File: src/sv/p2_orientation_autocorrelation_unit_defines.svh
// assertion macros for the p2 orientation autocorrelation unit
// used by the top level; expects signals named clock and reset in scope
`ifndef P2_ORIENTATION_AUTOCORRELATION_UNIT_DEFINES_SVH
`define P2_ORIENTATION_AUTOCORRELATION_UNIT_DEFINES_SVH

// same-cycle implication, checked out of reset
`define P2AC_ASSERT_NOW(name, ante, cons, msg) \
   name: assert property (@(posedge clock) disable iff (reset) (ante) |-> (cons)) \
      else $error(msg);

// next-cycle implication, checked out of reset
`define P2AC_ASSERT_NEXT(name, ante, cons, msg) \
   name: assert property (@(posedge clock) disable iff (reset) (ante) |=> (cons)) \
      else $error(msg);

`endif

File: src/sv/p2ac_ram.sv
// generic simple dual-port ram, one write and one registered read port
// no dependencies
module p2ac_ram #(
   parameter int WIDTH = 48,
   parameter int DEPTH = 64
) (
   input  logic                     clock,
   input  logic                     wr_en,
   input  logic [$clog2(DEPTH)-1:0] wr_addr,
   input  logic [WIDTH-1:0]         wr_data,
   input  logic                     rd_en,
   input  logic [$clog2(DEPTH)-1:0] rd_addr,
   output logic [WIDTH-1:0]         rd_data
);

   logic [WIDTH-1:0] mem_ff [DEPTH];
   logic [WIDTH-1:0] rd_data_ff;

   // write and registered read
   always_ff @(posedge clock) begin
      if (wr_en) begin
         mem_ff[wr_addr] <= wr_data;
      end
      if (rd_en) begin
         rd_data_ff <= mem_ff[rd_addr];
      end
   end

   assign rd_data = rd_data_ff;

endmodule

File: config.mk
export PLATFORM = sky130hd
export DESIGN_NAME = p2ac_ram
export DESIGN_NICKNAME = d
export VERILOG_FILES = /design/src/sv/p2_orientation_autocorrelation_unit_defines.svh /design/src/sv/p2ac_ram.sv
export SDC_FILE = /design/constraint.sdc
export NUM_CORES = 2
export LEC_CHECK = 0
export BUFFER_PORTS_ARGS = -buffer_cell sky130_fd_sc_hd__buf_2
export CAP_MARGIN = 10
export CORE_MARGIN = 4
export CORE_UTILIZATION = 34
export CTS_CLUSTER_DIAMETER = 60
export CTS_CLUSTER_SIZE = 30
export DETAILED_ROUTE_END_ITERATION = 10
export SLEW_MARGIN = 20
export SYNTH_ARGS = -nofsm -noshare
export SYNTH_HDL_FRONTEND = slang
export SYNTH_SLANG_ARGS = --single-unit
File: constraint.sdc
create_clock -name clock -period 6.2 [get_ports clock]
set_clock_uncertainty 0.05 [all_clocks]
set_input_delay 0.93 -clock clock [delete_from_list [all_inputs] [get_ports clock]]
set_output_delay 0.93 -clock clock [all_outputs]
set_load 0.005 [all_outputs]
==> metrics.md <==
| Metric | Value |
|---|---|
| Antenna viol nets, final | 0 |
| Row Count | 215 |
| Multiplexer share of the synthesized area | 0.151 |
| Cts bufs inserted | 166 |
| CTS tree | built |
| Minimum clock period | 3.47 ns |
| Unrepaired setup endpoints after global routing | false |
| CP Cell Sequence | buf_12 -> buf_12 -> mux4_2 -> mux2i_1 -> a211oi_1 -> a21oi_1 -> nor2_1 |
| Post-CTS Resized | 0 |
| Initial antenna violation count | 33 |
| Largest family of logic cells by synthesized area | multiplexers |
| Final Cycle Share | 0.559 |
| Fill count | 30400 |
| I/O pin cnt | 111 |
| Nature of the critical path endpoint | register |
| Chip width | 596 µm |
| Clock root buffer master | clkbuf_16 |
| Cells after Synth | 4970 |
| TNS Setup | 0 ns |
| DR WL/cell | 32.2 µm |
| CP Data Arrival Time | 4.00 ns |
| Hpwl dp | 178 mm |
| Synth Area in Simple Gates | 0.00953 |
| Via count | 55900 |
| Avg Cell Area, Syn | 23.7 µm² |
| Hold Vio Cnt, Final | 0 |
| PwrDens | 293 nW/µm² |
| Layout Cells excl Fill | 9848 |
| Tot GR Track Use | 0.175 |
| Post-synth top flop | edfxtp_1 |
| Iteration-0 DRC count of the detailed router | 8159 |
| Largest net degree at the start of global routing | 125 |
| Final WL | 317 mm |
| Reg area | 93700 µm² |
| Post-CTS setup buffer count | 0 |
| Synth Cell Area | 118000 µm² |
| Drt pass-1 iters | 6 |
| Yosys cell types | 35 |
| Max-slew violation count | 0 |
| Worst path bufs/invs | 2 |
| Crit-path max cell delay | 0.58 ns |
| Core area | 344000 µm² |
| Run status | finished, final reports clean |
| Post-synth top area share | 0.797 |
| Clock transition at path regs | 0.11 ns |
| H-tree depth | 4 |
| Fmax | 0.288 GHz |
| Delay-heaviest family, CP | multiplexers |
| First-pass GRT wire length | 443 mm |
| Hold WC Path Type | primary input to register |
| WP data required | 6.74 ns |
| Combined area of the multi-input logic cells | 23000 µm² |
| Startpoint types | primary input |
| CTS Buffer Depth | 4 |
| RD Place Congestion | 0.776 |
| Slew @ Worst Pin | 1.20 ns |
| Die ar. | 355000 µm² |
| Most frequent cell after synthesis | edfxtp_1 |
| Drc violations | 0 |
| Vias in the first global route | 55500 |
| Crit-path most repeated cell | buf_12 |
| Placement Cell Area | 125000 µm² |
| Worst Path Max Fanout | 74 |
| Seq/Total Area, Yosys | 0.797 |
| Maximum Capacitance Violations | 0 |
| # hold bufs at CTS | 0 |
| Static leakage | 0.0391 µW |
| Area share of fa/ha/maj cells after synthesis | 0 |
| Synth area leader | edfxtp_1 |
| Vias per std cell | 5.68 |
| CP Class | primary input to register |
| Synth Net Count | 5033 |
| Port Buffers | 110 |
| Max transition margin | 0.198 |
| Fin area | 131000 µm² |
| Post-synth ARST share | 0 |
| Yosys Warn Count | 0 |
| Layout cells sized above 1 | 0.272 |
| Initial Util | 0.342 |
| Post-synth EDFFs | 3120 |
| Crit-path slowest cell | a21oi_1 |
| Nets | 5220 |
| Placed cell count | 9541 |
| Worst vdd ir | 0.191 mV |
| Die H | 596 µm |
| Synth Area in Compound Gates | 0.0301 |
| Clk sink count | 3120 |
| Top post-synthesis cells by area | edfxtp_1, mux4_2, o22ai_1 |
| Post-synth top cells | edfxtp_1, mux4_2, nor2_1 |
| Layout Area Growth over Synthesis | 11.3% |
| Gr ovfl total | 0 |
| FF+latch count, synth | 3120 |
| XOR/XNOR Fraction of Synth Area | 0 |
| Final setup vio count | 0 |
| Worst skew pair latency | 0.87 ns |
per-stage QoR:
step / hold slack (ns) / total power, µW / util / worst slack [ns]
after floorplan: 0.737 / 25000 / - / 0.935
after global placement: 0.821 / 25900 / 0.363 / 1.71
after detailed placement: 0.825 / 25900 / 0.363 / 1.81
after CTS: 0.523 / 38600 / 0.380 / 2.76
after global routing: 0.365 / 39500 / 0.381 / 2.61
final: 0.399 / 38400 / 0.381 / 2.73
final timing paths:
kind,startpoint,endpoint,slack [ns],cells past startpoint
setup / recovery,rd_addr[0],rd_data[23],2.73,7
hold / removal,wr_data[3],mem_ff[40][3],0.40,1
setup reg to reg,mem_ff[12][23],rd_data[23],3.79,5
hold reg to reg,mem_ff[58][4],rd_data[4],0.85,4
where the power goes:
group	switching, µW	leakage (µW)	internal (µW)
clock	7360	0.00275	5560
combinational	1270	0.00827	735
sequential	71.5	0.0281	23400
total	8700	0.0391	29700
layout by cell type (no fill, tap or decap), types with 3 or more instances in the layout:
cell	instances
clkinv_4	10
inv_16	5
nand2_1	54
edfxtp_1	3120
or2_2	3
nor2_4	64
mux4_2	754
clkinv_1	7
inv_12	14
a221oi_1	82
a21oi_1	74
a22o_1	57
a211oi_1	32
a311oi_1	11
mux2i_1	63
bufinv_16	4
clkinvlp_4	6
mux2_2	12
nor2b_4	4
o221ai_1	28
clkinv_8	22
buf_4	162
clkinv_16	3
clkbuf_16	168
or3_1	3
clkinv_2	5
or3b_2	4
buf_12	53
inv_8	19
a31o_2	5
nor2_1	67
buf_2	82
nand3_1	7
inv_6	21
diode_2	16
nand2b_1	8
o22ai_1	122
a22oi_1	72
nor2b_1	18
nand3b_1	5
cell families after synthesis:
logic type / after synthesis
AO/OA/AOI/OAI: 486
buffers and inverters: 282
flip-flops: 3120
multiplexers: 829
AND/OR/NAND/NOR: 253
registers in the layout, summed over array words and instances (netlist names):
register / flops
mem_ff: 3072
rd_data: 48
worst register-to-register path: stages, from the launching register on:
cell and delay (ns):
edfxtp_1 0.38, mux4_2 0.46, mux2i_1 0.38, a211oi_1 0.17
a21oi_1 0.58, nor2_1 0.11
layer usage:
| metal | global-route usage | share of wire | up-vias |
|---|---|---|---|
| met5 | 0 | 0.00015 | - |
| met4 | 0.0399 | 0.025 | 6 |
| met3 | 0.0304 | 0.090 | 414 |
| met2 | 0.278 | 0.47 | 2759 |
| met1 | 0.252 | 0.41 | 30900 |
| li1 | - | - | 21900 |
layout make-up:
type | count | share of cell area
multi-input cells | 1568 | 0.175
diodes | 16 | 0.000306
well taps | 4557 | 0.0436
clock inverters | 116 | 0.0113
clock buffers | 170 | 0.0322
flip-flops and latches | 3120 | 0.716
repair buffers | 301 | 0.0212
Note: power is estimated with default switching activity, not from simulation.
