File: src/sv/p2_orientation_autocorrelation_unit_defines.svh
// assertion macros for the p2 orientation autocorrelation unit
// used by the top level; expects signals named clock and reset in scope
`ifndef P2_ORIENTATION_AUTOCORRELATION_UNIT_DEFINES_SVH
`define P2_ORIENTATION_AUTOCORRELATION_UNIT_DEFINES_SVH

// same-cycle implication, checked out of reset
`define P2AC_ASSERT_NOW(name, ante, cons, msg) \
   name: assert property (@(posedge clock) disable iff (reset) (ante) |-> (cons)) \
      else $error(msg);

// next-cycle implication, checked out of reset
`define P2AC_ASSERT_NEXT(name, ante, cons, msg) \
   name: assert property (@(posedge clock) disable iff (reset) (ante) |=> (cons)) \
      else $error(msg);

`endif

File: src/sv/p2ac_pkg.sv
// shared types and constants of the p2 orientation autocorrelation unit
// no dependencies
package p2ac_pkg;

   localparam int MAX_LAG     = 64;
   localparam int LAG_BITS    = 6;
   localparam int NLAG_BITS   = 7;
   localparam int MAX_SAMPLES = 65536;
   localparam int CNT_BITS    = 17;
   localparam int COMP_BITS   = 16;
   localparam int VEC_BITS    = 3 * COMP_BITS;
   localparam int ACC_BITS    = 48;
   localparam int LIM_BITS    = 7;
   localparam int NUM_BITS    = 96;
   localparam int DEN_BITS    = 64;
   localparam int QUO_BITS    = 32;
   localparam int HALF_SHIFT  = 29;

   typedef struct packed {
      logic signed [COMP_BITS-1:0] vec_x;
      logic signed [COMP_BITS-1:0] vec_y;
      logic signed [COMP_BITS-1:0] vec_z;
      logic                        series_end;
   } req_type;

   typedef struct packed {
      logic [LAG_BITS-1:0] lag;
      logic signed [31:0]  corr_value;
      logic                degenerate;
      logic                last_result;
   } rsp_type;

   // divider status back to the sequencer
   typedef struct packed {
      logic                busy;
      logic                done;
      logic [QUO_BITS-1:0] quot;
   } div_rsp_type;

endpackage

File: src/sv/p2ac_div.sv
// restoring divider, one quotient bit per cycle, quotient known to fit 32 bits
// depends on p2ac_pkg
module p2ac_div (
   input  logic                          clock,
   input  logic                          reset,
   input  logic                          start,
   input  logic [p2ac_pkg::NUM_BITS-1:0] num,
   input  logic [p2ac_pkg::DEN_BITS-1:0] den,
   output p2ac_pkg::div_rsp_type         status
);

   logic [p2ac_pkg::NUM_BITS-1:0] rem_ff, rem_in;
   logic [p2ac_pkg::NUM_BITS-1:0] dsh_ff, dsh_in;
   logic [p2ac_pkg::QUO_BITS-1:0] quot_ff, quot_in;
   logic [4:0]                    cnt_ff, cnt_in;
   logic                          busy_ff, busy_in;
   logic                          done_ff, done_in;
   logic                          ge;

   // one compare and subtract per step
   always_comb begin
      rem_in  = rem_ff;
      dsh_in  = dsh_ff;
      quot_in = quot_ff;
      cnt_in  = cnt_ff;
      busy_in = busy_ff;
      done_in = 1'b0;
      ge      = (rem_ff >= dsh_ff);
      if (start) begin
         rem_in  = num;
         dsh_in  = {{(p2ac_pkg::NUM_BITS - p2ac_pkg::DEN_BITS){1'b0}}, den}
                   << (p2ac_pkg::QUO_BITS - 1);
         quot_in = '0;
         cnt_in  = 5'(p2ac_pkg::QUO_BITS - 1);
         busy_in = 1'b1;
      end else if (busy_ff) begin
         if (ge) begin
            rem_in = rem_ff - dsh_ff;
         end
         quot_in = {quot_ff[p2ac_pkg::QUO_BITS-2:0], ge};
         dsh_in  = dsh_ff >> 1;
         cnt_in  = cnt_ff - 5'd1;
         if (cnt_ff == 5'd0) begin
            busy_in = 1'b0;
            done_in = 1'b1;
         end
      end
   end

   always_ff @(posedge clock) begin
      if (reset) begin
         busy_ff <= 1'b0;
         done_ff <= 1'b0;
      end else begin
         busy_ff <= busy_in;
         done_ff <= done_in;
      end
      rem_ff  <= rem_in;
      dsh_ff  <= dsh_in;
      quot_ff <= quot_in;
      cnt_ff  <= cnt_in;
   end

   assign status.busy = busy_ff;
   assign status.done = done_ff;
   assign status.quot = quot_ff;

endmodule

File: config.mk
export PLATFORM = sky130hd
export DESIGN_NAME = p2ac_div
export DESIGN_NICKNAME = d
export VERILOG_FILES = /design/src/sv/p2_orientation_autocorrelation_unit_defines.svh /design/src/sv/p2ac_pkg.sv /design/src/sv/p2ac_div.sv
export SDC_FILE = /design/constraint.sdc
export NUM_CORES = 1
export LEC_CHECK = 0
export ABC_AREA = 1
export BUFFER_PORTS_ARGS = -buffer_cell sky130_fd_sc_hd__buf_2
export CAP_MARGIN = 0
export CELL_PAD_IN_SITES_DETAIL_PLACEMENT = 1
export CELL_PAD_IN_SITES_GLOBAL_PLACEMENT = 2
export CORE_MARGIN = 3
export CORE_UTILIZATION = 35
export CTS_CLUSTER_SIZE = 12
export DETAILED_ROUTE_END_ITERATION = 6
export PLACE_DENSITY_LB_ADDON = 0.12
export SLEW_MARGIN = 15
export SYNTH_ARGS = -nofsm -noshare
export SYNTH_HDL_FRONTEND = slang
export SYNTH_SLANG_ARGS = --single-unit
File: constraint.sdc
create_clock -name clock -period 6.3 [get_ports clock]
set_input_delay 1.26 -clock clock [delete_from_list [all_inputs] [get_ports clock]]
set_output_delay 1.26 -clock clock [all_outputs]
set_load 0.03 [all_outputs]
==> key figures <==
Run status
  • Run status: finished clean

Clock tree
  • CTS Root Cell: clkbuf_16
  • CTS tree: built
  • Post-CTS Setup Inserts: 0
  • Sink Count: 230
  • Max Root-Sink Buffers: 3
  • H-tree depth: 1
  • Clock latency on the worst-skew pair: a little under 0.6 ns
  • Number of hold buffers added after cts: 0
  • Total CTS buffers: 27
  • Reg clk slew, reported paths: ~0.060 ns
  • Post-CTS sizing: 0

STA
  • Relative max-transition margin: 0.3471
  • Clock skew: 0.01316 ns
  • PnR worst setup slack: ~2.2 ns
  • Final hold vios: 0
  • Unrepaired setup endpoints after global routing: no
  • Fin Hold WS: 0.4818 ns
  • Period utilisation layout: 0.6528
  • Fmax: approximately 240 MHz
  • Setup violations, final: 0
  • Final min period: slightly above 4 ns
  • Slew at the pin closest to its max-slew limit: 0.9794 ns
  • Setup TNS: 0 ns
  • Slew Viols, Final: 0

Critical path
  • Worst R2R Path Depth: 17
  • CP Buf/Inv Count: 3
  • Worst path max stage delay: 0.64 ns
  • Worst reg2reg setup slack: ~2.2 ns
  • Worst path cell trace: inv_1, ha_1, inv_1, fa_1, nand2_1, nand2_1, nand3b_1, nand2_1, nand2_1, nand2_2, nand2_1, nand2_1, nand3_1, nand4_1, nand2_1, nand2_4, buf_4
  • Crit path launch: rem_ff[0]
  • Critical path depth in cells: 17
  • Crit-path most repeated cell: nand2_1
  • Reg2reg start: rem_ff[0]
  • R2R Path End: rem_ff[83]
  • Delay-heaviest family, CP: simple AND/OR/NAND/NOR gates
  • Critical path arrival: roughly 4.3 ns
  • Data required, critical path: around 6.5 ns
  • Slowest cell on crit path: buf_4
  • Crit path max fanout: 56
  • Setup crit end: rem_ff[83]
  • Startpoint types: flop
  • Setup crit end kind: flop
  • Critical setup path kind: reg -> reg

Synthesis
  • Syn nets: approximately 3.4k
  • Yosys warns: 0
  • Async SR Flop Fraction: 0
  • #FFs+latches synth: 230
  • Netlist cell types: 37
  • EDFF count, synth: 160
  • Post-synthesis sequential area ratio: 0.3253
  • Cells after Synth: roughly 3.1k
  • Post-synthesis mux area share: 0
  • Simple-gate share of the synthesized area: 0.3758
  • Main synth FF type: edfxtp_1
  • Cell area after synthesis: 19080 sq um
  • Avg Cell Area, Syn: between 6 and 7 sq um
  • Main combinational cell family by area after synthesis: simple AND/OR/NAND/NOR gates
  • Synth Area in XOR/XNOR: 0.01469
  • Adder-Cell Fraction of Synth Area: 0.06400
  • Synth Area in Compound Gates: 0.06833

Place
  • Hpwl dp: 65730 um
  • Port-buffer cells: roughly 200
  • Gpl congestion: between 0.9 and 1
  • Pre-CTS setup slack: 2.217 ns
  • Cells after DPL: 3935

Drt
  • Final wirelength: 77350 um
  • Antenna Nets Post-Route: 0
  • DR vias: 19.16k
  • Drt wl/cell: slightly below 20 um
  • DRC Markers: 0
  • Vias per cell: roughly 4.8
  • DR iter-0 viols: 940
  • DRT Pass-1 Iters: 5

Floorplan
  • Die W: roughly 240 um
  • Die ar.: 57350 sq um
  • # IOs: 197
  • Initial Util: 0.3581
  • Core Rows: between 80 and 90
  • Core box area: approximately 53000 sq um
  • Die Height: about 240 um

Power
  • Leak: approximately 12 nW
  • Power Density: approximately 330 nW/um^2
  • Maximum VDD drop: 0.0002634 V

Global routing
  • Initial antenna violation count: 2
  • Vias in the first global route: 19.86k
  • Global-route wire length before repair: approximately 120000 um
  • Overflow after GRT: 0
  • Largest net degree at the start of global routing: 84
  • GRT Total Usage: 0.2671

Final layout
  • # nets final: between 3k and 4k
  • Area taken by flip-flops and latches: between 6000 and 7000 sq um
  • Area occupied by multi-input gates: between 9000 and 10000 sq um
  • ANT cells: 0
  • Most common cell after layout, fill and taps aside: nand2_1
  • Layout cells sized above 1: 0.1128
  • Filler cells: approximately 7.3k
  • Post-Layout Cell Count: between 3k and 4k
  • Commonest cells after routing, fill and taps aside: nand2_1 (1261), inv_1 (698), buf_2 (195)
  • Area Overhead vs Synth: 13.47%

Flow run
  • MaxCap Viol Count: 0

Worst hold path
  • Hold WC Path Type: reg -> reg
[flip-flops by register name (all words and copies together), names as in the netlist]
register	flops
busy_ff	1
cnt_ff	5
done_ff	1
dsh_ff	95
quot_ff	32
rem_ff	96
[power by group]
| part | switching, W | internal, W | total, W |
|---|---|---|---|
| clock | 0.000667 | 0.000900 | 0.00157 |
| sequential | 0.0000629 | 0.00188 | 0.00194 |
| combinational | 0.00254 | 0.00104 | 0.00359 |
[per-stage QoR]
step           utilization  instance area [sq um]  power (W)
2_1_floorplan            -                  19080   0.004301
3_3_place_gp        0.3900                  20780   0.005466
3_5_place_dp        0.3900                  20780   0.005548
4_1_cts             0.4063                  21650   0.007161
5_1_grt             0.4063                  21650   0.007643
6_report            0.4063                  21650   0.007098
[cell type report]
type	count	area share
tap	688	0.03976
multi-input combinational	2096	0.4611
clock inverter	4	0.001214
sequential	230	0.2867
clock buffer	46	0.03878
inverter	719	0.1248
timing repair buffer	202	0.04768
[kinds of logic after synthesis]
kind of cell,Yosys count
AND/OR/NAND/NOR,1724
buffers and inverters,769
AO/OA/AOI/OAI,243
flip-flops,230
adder cells (fa/ha/maj),97
XOR/XNOR,32
[how the worst min path moves through the flow]
stage / end / depth (start not counted) / slack (ns) / start
after floorplan: dsh_ff[0] / 2 / 0.43 / dsh_ff[0]
after global routing: quot_ff[0] / 2 / 0.51 / quot_ff[0]
after global placement: quot_ff[31] / 2 / 0.44 / quot_ff[31]
after CTS: quot_ff[31] / 2 / 0.48 / quot_ff[31]
after detailed placement: quot_ff[31] / 2 / 0.46 / quot_ff[31]
final: quot_ff[31] / 2 / 0.48 / quot_ff[31]
[per-layer routing]
metal | track usage | vias up | routed length [um] | share of wire
li1 | - | 9732 | - | -
met1 | 0.3747 | 9018 | 37580 | 0.49
met2 | 0.4405 | 328 | 34700 | 0.45
met3 | 0.02879 | 77 | 2872 | 0.037
met4 | 0.06689 | 2 | 2183 | 0.028
met5 | 0 | - | 13 | 0.00017
[worst min-delay path: stages (launching register included)]
cell and delay, ns:
dfxtp_1 0.34, nand2_1 0.05, o21ai_0 0.06
[Yosys cell counts (17+ instances only)]
| cell type | n | area (sq um) |
|---|---|---|
| a21oi_1 | 72 | 360.4 |
| clkbuf_1 | 40 | 150.1 |
| dfxtp_1 | 70 | 1401 |
| edfxtp_1 | 160 | 4805 |
| ha_1 | 96 | 1201 |
| inv_1 | 699 | 2624 |
| inv_2 | 17 | 63.81 |
| nand2_1 | 1262 | 4737 |
| nand2_2 | 25 | 156.4 |
| nand3_1 | 137 | 685.7 |
| nand4_1 | 19 | 118.9 |
| nor2_1 | 166 | 623.1 |
| nor2_2 | 41 | 256.5 |
| o21ai_0 | 92 | 460.4 |
| o22ai_1 | 59 | 369.1 |
| xnor2_1 | 27 | 236.5 |
Note: power is estimated with default switching activity, not from simulation.
